--- src/hw/rtl/smm_pkg.sv ---
// Types, constants and helper functions of the small matrix multiplier.
package smm_pkg;

  localparam int MAX_DIM   = 8;
  localparam int ELEM_BITS = 16;
  localparam int DIM_W     = 4;
  localparam int IDX_W     = 3;
  localparam int DEPTH     = MAX_DIM * MAX_DIM;
  localparam int ADDR_W    = 6;
  localparam int CNT_W     = 7;
  localparam int TOT_W     = 8;
  localparam int PROD_W    = 2 * ELEM_BITS;
  localparam int ACC_W     = PROD_W + 4;
  localparam int RES_W     = 32;
  localparam int CFG_AW    = 2;

  localparam logic [CFG_AW-1:0] CFG_ROWS_A     = 2'd0;
  localparam logic [CFG_AW-1:0] CFG_INNER_SIZE = 2'd1;
  localparam logic [CFG_AW-1:0] CFG_COLS_B     = 2'd2;

  typedef enum logic [1:0] {
    S_LOAD,
    S_ISSUE,
    S_EMIT
  } state_t;

  function automatic logic [DIM_W-1:0] eff_size(input logic [DIM_W-1:0] raw);
    logic [DIM_W-1:0] res;
    if (raw == '0) begin
      res = DIM_W'(1);
    end else if (raw > DIM_W'(MAX_DIM)) begin
      res = DIM_W'(MAX_DIM);
    end else begin
      res = raw;
    end
    return res;
  endfunction

  function automatic logic [RES_W-1:0] sat_res(input logic signed [ACC_W-1:0] v);
    logic signed [ACC_W-1:0] hi;
    logic signed [ACC_W-1:0] lo;
    logic [RES_W-1:0]        res;
    hi = ACC_W'(signed'({1'b0, {(RES_W-1){1'b1}}}));
    lo = -hi - ACC_W'(1);
    if (v > hi) begin
      res = {1'b0, {(RES_W-1){1'b1}}};
    end else if (v < lo) begin
      res = {1'b1, {(RES_W-1){1'b0}}};
    end else begin
      res = v[RES_W-1:0];
    end
    return res;
  endfunction

endpackage

--- src/hw/rtl/small_matrix_multiply.sv ---
// Top level of the small matrix multiplier: element stores, sequencer and shared MAC.
// Computes C = A x B for sizes of 1 to 8 set by the rows_a, inner_size and cols_b
// registers. Elements arrive one per transaction, all of A then all of B, row-major;
// in_tready stays high throughout the load. The transaction that completes B drops
// in_tready until the last element of C sits in the output register. Each element of C
// sums k products (k = inner size) in a single 16x16 multiply-accumulate unit fed by
// registered reads of the two element memories; a new element of C starts only after the
// previous one enters the output register. Results leave row-major as Q16.16, saturated
// to 32 bits, with their row and column, and tlast on the final element.
module small_matrix_multiply (
  input  logic                        clk,
  input  logic                        rst_n,
  input  logic                        cfg_we,
  input  logic [smm_pkg::CFG_AW-1:0]  cfg_addr,
  input  logic [smm_pkg::DIM_W-1:0]   cfg_wdata,
  input  logic                        in_tvalid,
  output logic                        in_tready,
  input  logic [15:0]                 in_tdata,   // elem_value[15:0]
  output logic                        out_tvalid,
  input  logic                        out_tready,
  output logic [39:0]                 out_tdata,  // result_value[31:0], result_row[34:32],
                                                  // result_col[37:35], zero[39:38]
  output logic                        out_tlast
);

  logic [smm_pkg::DIM_W-1:0] rows_a_r, inner_size_r, cols_b_r;
  logic [smm_pkg::DIM_W-1:0] m_eff, k_eff, n_eff;
  logic [smm_pkg::CNT_W-1:0] size_a, size_b, b_idx;
  logic [smm_pkg::TOT_W-1:0] total, cnt_inc;

  smm_pkg::state_t           state_r, state_nxt;
  logic [smm_pkg::CNT_W-1:0] load_cnt_r, load_cnt_nxt;
  logic [smm_pkg::IDX_W-1:0] i_r, i_nxt, j_r, j_nxt, p_r, p_nxt;
  logic [smm_pkg::ADDR_W-1:0] a_base_r, a_base_nxt, a_addr_r, a_addr_nxt;
  logic [smm_pkg::ADDR_W-1:0] b_addr_r, b_addr_nxt;

  logic in_fire, wr_a, wr_b, issue, acc_clr, out_load, out_free;
  logic p_last, i_last, j_last;

  logic signed [smm_pkg::ELEM_BITS-1:0] mem_a [smm_pkg::DEPTH];
  logic signed [smm_pkg::ELEM_BITS-1:0] mem_b [smm_pkg::DEPTH];
  logic signed [smm_pkg::ELEM_BITS-1:0] elem;
  logic signed [smm_pkg::ELEM_BITS-1:0] rd_a_r, rd_b_r;
  logic signed [smm_pkg::PROD_W-1:0]    prod_r;
  logic signed [smm_pkg::ACC_W-1:0]     acc_r;
  logic rd_vld_r, rd_last_r, prod_vld_r, prod_last_r, acc_done_r;

  logic                          out_tvalid_r, out_tlast_r;
  logic [smm_pkg::RES_W-1:0]     out_value_r;
  logic [smm_pkg::IDX_W-1:0]     out_row_r, out_col_r;

  assign m_eff   = smm_pkg::eff_size(rows_a_r);
  assign k_eff   = smm_pkg::eff_size(inner_size_r);
  assign n_eff   = smm_pkg::eff_size(cols_b_r);
  assign size_a  = smm_pkg::CNT_W'(m_eff) * smm_pkg::CNT_W'(k_eff);
  assign size_b  = smm_pkg::CNT_W'(k_eff) * smm_pkg::CNT_W'(n_eff);
  assign total   = smm_pkg::TOT_W'(size_a) + smm_pkg::TOT_W'(size_b);
  assign cnt_inc = smm_pkg::TOT_W'(load_cnt_r) + smm_pkg::TOT_W'(1);
  assign b_idx   = load_cnt_r - size_a;
  assign elem    = in_tdata[smm_pkg::ELEM_BITS-1:0];

  assign in_tready = (state_r == smm_pkg::S_LOAD);
  assign in_fire   = in_tvalid && in_tready;
  assign wr_a      = in_fire && (load_cnt_r < size_a);
  assign wr_b      = in_fire && !(load_cnt_r < size_a) && (b_idx < smm_pkg::CNT_W'(smm_pkg::DEPTH));

  assign p_last   = (smm_pkg::DIM_W'(p_r) == k_eff - smm_pkg::DIM_W'(1));
  assign i_last   = (smm_pkg::DIM_W'(i_r) == m_eff - smm_pkg::DIM_W'(1));
  assign j_last   = (smm_pkg::DIM_W'(j_r) == n_eff - smm_pkg::DIM_W'(1));
  assign out_free = !out_tvalid_r || out_tready;

  always_ff @(posedge clk) begin
    if (!rst_n) begin
      rows_a_r     <= smm_pkg::DIM_W'(smm_pkg::MAX_DIM);
      inner_size_r <= smm_pkg::DIM_W'(smm_pkg::MAX_DIM);
      cols_b_r     <= smm_pkg::DIM_W'(smm_pkg::MAX_DIM);
    end else if (cfg_we) begin
      unique case (cfg_addr)
        smm_pkg::CFG_ROWS_A:     rows_a_r     <= cfg_wdata;
        smm_pkg::CFG_INNER_SIZE: inner_size_r <= cfg_wdata;
        smm_pkg::CFG_COLS_B:     cols_b_r     <= cfg_wdata;
        default: ;
      endcase
    end
  end

  always_ff @(posedge clk) begin
    if (wr_a) begin
      mem_a[load_cnt_r[smm_pkg::ADDR_W-1:0]] <= elem;
    end
    rd_a_r <= mem_a[a_addr_r];
  end

  always_ff @(posedge clk) begin
    if (wr_b) begin
      mem_b[b_idx[smm_pkg::ADDR_W-1:0]] <= elem;
    end
    rd_b_r <= mem_b[b_addr_r];
  end

  always_comb begin
    state_nxt    = state_r;
    load_cnt_nxt = load_cnt_r;
    i_nxt        = i_r;
    j_nxt        = j_r;
    p_nxt        = p_r;
    a_base_nxt   = a_base_r;
    a_addr_nxt   = a_addr_r;
    b_addr_nxt   = b_addr_r;
    issue        = 1'b0;
    acc_clr      = 1'b0;
    out_load     = 1'b0;
    unique case (state_r)
      smm_pkg::S_LOAD: begin
        if (in_fire) begin
          if (cnt_inc < total) begin
            load_cnt_nxt = cnt_inc[smm_pkg::CNT_W-1:0];
          end else begin
            load_cnt_nxt = '0;
            state_nxt    = smm_pkg::S_ISSUE;
            i_nxt        = '0;
            j_nxt        = '0;
            p_nxt        = '0;
            a_base_nxt   = '0;
            a_addr_nxt   = '0;
            b_addr_nxt   = '0;
            acc_clr      = 1'b1;
          end
        end
      end
      smm_pkg::S_ISSUE: begin
        issue      = 1'b1;
        p_nxt      = p_r + smm_pkg::IDX_W'(1);
        a_addr_nxt = a_addr_r + smm_pkg::ADDR_W'(1);
        b_addr_nxt = b_addr_r + smm_pkg::ADDR_W'(n_eff);
        if (p_last) begin
          p_nxt     = '0;
          state_nxt = smm_pkg::S_EMIT;
        end
      end
      smm_pkg::S_EMIT: begin
        if (acc_done_r && out_free) begin
          out_load = 1'b1;
          if (i_last && j_last) begin
            state_nxt = smm_pkg::S_LOAD;
          end else begin
            state_nxt = smm_pkg::S_ISSUE;
            acc_clr   = 1'b1;
            if (j_last) begin
              i_nxt      = i_r + smm_pkg::IDX_W'(1);
              j_nxt      = '0;
              a_base_nxt = a_base_r + smm_pkg::ADDR_W'(k_eff);
              a_addr_nxt = a_base_r + smm_pkg::ADDR_W'(k_eff);
              b_addr_nxt = '0;
            end else begin
              j_nxt      = j_r + smm_pkg::IDX_W'(1);
              a_addr_nxt = a_base_r;
              b_addr_nxt = smm_pkg::ADDR_W'(j_r) + smm_pkg::ADDR_W'(1);
            end
          end
        end
      end
      default: state_nxt = smm_pkg::S_LOAD;
    endcase
  end

  always_ff @(posedge clk) begin
    if (!rst_n) begin
      state_r    <= smm_pkg::S_LOAD;
      load_cnt_r <= '0;
      i_r        <= '0;
      j_r        <= '0;
      p_r        <= '0;
      a_base_r   <= '0;
      a_addr_r   <= '0;
      b_addr_r   <= '0;
    end else begin
      state_r    <= state_nxt;
      load_cnt_r <= load_cnt_nxt;
      i_r        <= i_nxt;
      j_r        <= j_nxt;
      p_r        <= p_nxt;
      a_base_r   <= a_base_nxt;
      a_addr_r   <= a_addr_nxt;
      b_addr_r   <= b_addr_nxt;
    end
  end

  always_ff @(posedge clk) begin
    if (!rst_n) begin
      rd_vld_r    <= 1'b0;
      rd_last_r   <= 1'b0;
      prod_vld_r  <= 1'b0;
      prod_last_r <= 1'b0;
      acc_done_r  <= 1'b0;
    end else begin
      rd_vld_r    <= issue;
      rd_last_r   <= issue && p_last;
      prod_vld_r  <= rd_vld_r;
      prod_last_r <= rd_last_r;
      if (acc_clr) begin
        acc_done_r <= 1'b0;
      end else if (prod_vld_r && prod_last_r) begin
        acc_done_r <= 1'b1;
      end
    end
  end

  always_ff @(posedge clk) begin
    if (rd_vld_r) begin
      prod_r <= rd_a_r * rd_b_r;
    end
    if (acc_clr) begin
      acc_r <= '0;
    end else if (prod_vld_r) begin
      acc_r <= acc_r + smm_pkg::ACC_W'(prod_r);
    end
  end

  always_ff @(posedge clk) begin
    if (!rst_n) begin
      out_tvalid_r <= 1'b0;
    end else if (out_load) begin
      out_tvalid_r <= 1'b1;
    end else if (out_tready) begin
      out_tvalid_r <= 1'b0;
    end
  end

  always_ff @(posedge clk) begin
    if (out_load) begin
      out_value_r <= smm_pkg::sat_res(acc_r);
      out_row_r   <= i_r;
      out_col_r   <= j_r;
      out_tlast_r <= i_last && j_last;
    end
  end

  assign out_tvalid = out_tvalid_r;
  assign out_tlast  = out_tlast_r;
  assign out_tdata  = {2'b00, out_col_r, out_row_r, out_value_r};

endmodule

--- config.mk ---
export PLATFORM = sky130hd
export DESIGN_NAME = small_matrix_multiply
export DESIGN_NICKNAME = d
export VERILOG_FILES = /design/src/hw/rtl/smm_pkg.sv /design/src/hw/rtl/small_matrix_multiply.sv
export SDC_FILE = /design/constraint.sdc
export NUM_CORES = 2
export LEC_CHECK = 0
export BUFFER_PORTS_ARGS = -buffer_cell sky130_fd_sc_hd__buf_2
export CAP_MARGIN = 30
export CORE_ASPECT_RATIO = 0.8
export CORE_MARGIN = 3
export CORE_UTILIZATION = 60
export DETAILED_ROUTE_END_ITERATION = 12
export PLACE_DENSITY_LB_ADDON = 0.2
export SYNTH_ARGS = -nofsm -noshare
export SYNTH_HDL_FRONTEND = slang
export SYNTH_SLANG_ARGS = --single-unit
--- constraint.sdc ---
create_clock -name clk -period 8.7 [get_ports clk]
set_input_delay 0.87 -clock clk [delete_from_list [all_inputs] [get_ports clk]]
set_output_delay 0.87 -clock clk [all_outputs]
set_load 0.05 [all_outputs]
==> metrics.txt <==
sequential element share of the synthesized area 67.1%; Netlist cell types 80; share of cells above drive strength 1 about 22%; first-pass GRT wire length 345 mm; Req. time, crit path approximately 9 ns; CTS H-tree depth 4; fillers 10500; TritonCTS Sinks 2241; die height 368 µm; Final Hold Viols 0; Resized Gates After CTS 0; Tot GR Track Use between 20% and 30%; max-capacitance violation count 0; Area Overhead vs Synth 10.4%; most common cell after layout, fill and taps aside edfxtp_1; syn_area_per_cell ~19 µm²; data arrival time of the critical path around 7.3 ns; asr flop ratio synth 0%; max frequency between 0.1 and 0.15 GHz; Worst Setup End Kind flop; HP Class in -> reg; Chip Width ~460 µm; Avg WL per Cell roughly 30 µm; num ports 70; status completed; synthesized cell area ~98000 µm²; clk root buf clkbuf_16; Crit Path Class reg -> reg; CTS tree built; leakage approximately 36 nW; hold_buf cts 0; DRT iter0 DRCs ~6700; Via Count around 50000; DR DRC count 0; antenna violations before repair 21; GRT overflow 0; Bufs on Longest Clock Path 3; ys flop type edfxtp_1; drt first pass iters 5; Synth Instances slightly above 5000; flop-to-flop setup slack 1.97 ns; CP Launch Type flop; clk slew on worst S/H paths 0.07 ns; Core ar. between 150000 and 200000 µm²; Max Slew Vio Count 0; Final WS setup about 2.0 ns; post-DP HPWL approximately 140 mm; initial core utilization between 60% and 70%; clock skew about 0.077 ns; Post-CTS Setup Bufs 0; final WL about 230 mm; Critical Path Fanout Max 16; final period utilization just under 80%; Ys Warns 0; Setup Viol. Count Final 0; Final min period between 6 and 7 ns; # port buffers 67; Core Rows approximately 130; Final nets approximately 5900; Synth Register Bits roughly 2200; Worst VDD drop about 1800 µV; worst slew pin tran about 1.0 ns; CTS buffer count approximately 200; Via density about 6.5; largest net degree at the start of global routing ~130; TNS Setup 0 ns; pre-CTS setup slack slightly below 2 ns; clk_lat worst skew ~0.9 ns; RSZ-0062 raised after global routing no; RePlAce Congestion just under 0.9; Pwr Density around 430 nW/µm²; most frequent cells in the layout 2119 x edfxtp_1, 672 x mux4_2, 347 x inv_1, 275 x fa_1, 256 x nor2_1; die footprint 169000 µm²; worst rel slew slack between 30% and 40%; EDFF count, synth 2119; number of global-route vias before repair approximately 50000; remaining antenna violation count 0
[state kept, by name (all words and copies together), names as in the netlist, 4 cells and up]
signal        cells
mem_a          1024
mem_b          1024
a_base_r          6
load_cnt_r        7
inner_size_r      4
acc_r            36
prod_r           32
rd_b_r           16
a_addr_r          6
out_value_r      32
b_addr_r          6
cols_b_r          4
rd_a_r           16
rows_a_r          4
[cell families after synthesis]
family / synth area share (%)
compound gates: 2.12
xor+xnor: 0.969
other cells: 0.00381
buf+inv: 2.42
flops: 67.1
mux: 15.9
fa+ha+maj: 7.86
simple gates: 3.68
[routing by layer]
metal,vias to the layer above,track usage [%],routed length [µm]
met5,-,0,27
met4,4,7.07,5680
met3,325,6.08,24600
met2,2614,41.5,106000
met1,26200,44.3,96200
li1,20600,-,-
[worst max-delay path, stage by stage, from the launching register on]
cell and delay [ns]:
dfxtp_1 0.70, nand2_1 0.16, fa_1 0.54, inv_1 0.06, fa_1 0.53, inv_1 0.05
fa_1 0.51, inv_1 0.06, fa_1 0.53, inv_1 0.05, fa_1 0.47, inv_1 0.04
fa_1 0.44, ha_1 0.34, and3_1 0.23, a221oi_1 0.26, nand2b_1 0.17, nand2b_1 0.06
a21oi_1 0.44, nor3_1 0.16, nor3_1 0.31, a21oi_1 0.11, nor2_1 0.13, xnor2_1 0.07
[cell usage after synthesis, drive strengths merged (5+ instances only)]
library cell  number  area, µm²
nor3              20        100
mux2i             46        460
mux4             672      15100
edfxtp          2119      63600
fa               275       5510
a31oi              9       71.3
buf              104        569
and2             126        788
and3              10       62.6
nor2             261        980
clkbuf           128        480
nor2b             12       75.1
o22ai              7       43.8
o21a              43        324
inv              350       1310
dfxtp            122       2440
nand3             34        175
a211oi             7       57.6
xnor2             74        648
nand2            217        815
a21oi            105        537
a21o              47        353
ha               176       2200
nand4b             5       43.8
or3               10       62.6
nand4              8       50.1
nor3b             12        100
nand2b            23        146
o21bai            13        113
xor2              35        307
or2                6       37.5
nand3b             9       67.6
o21ai             57        293
[worst paths after layout]
path | start | endpoint | depth (start not counted)
setup reg to reg | rd_a_r[11] | prod_r[31] | 23
hold / removal | cfg_wdata[3] | cols_b_r[3] | 3
hold reg to reg | prod_last_r | acc_done_r | 2
setup / recovery | rd_a_r[11] | prod_r[31] | 23
[final cells by class]
class	count	area (µm²)	share of cell area [%]
Clock inverter	129	1500	1.38
Inverter	354	1330	1.22
Timing Repair Buffer	236	1780	1.64
Multi-Input combinational cell	2373	30100	27.6
Clock buffer	236	5240	4.82
Sequential cell	2241	66100	60.8
Tap cell	2144	2680	2.47
Antenna cell	4	10.0	0.00921
[stage by stage]
| stage | instance area, µm² | hold slack [ns] | utilization, % | std cells | total power [mW] |
|---|---|---|---|---|---|
| 2_1_floorplan | 98500 | 0.412 | - | 5200 | 32.9 |
| 3_3_place_gp | 102000 | 0.415 | 62.7 | 7344 | 38.1 |
| 3_5_place_dp | 102000 | 0.427 | 62.7 | 7345 | 38.3 |
| 4_1_cts | 109000 | 0.220 | 66.8 | 7710 | 47.4 |
| 5_1_grt | 109000 | 0.268 | 66.9 | 7715 | 51.0 |
| 6_report | 109000 | 0.281 | 66.9 | 7717 | 47.0 |
[power breakdown]
part / internal [mW] / switching (mW) / leakage (nW)
Combinational: 10.8 / 13.5 / 12.7
Clock: 4.99 / 4.06 / 3.26
Sequential: 13.4 / 0.315 / 20.1
Note: power is estimated with default switching activity, not from simulation.
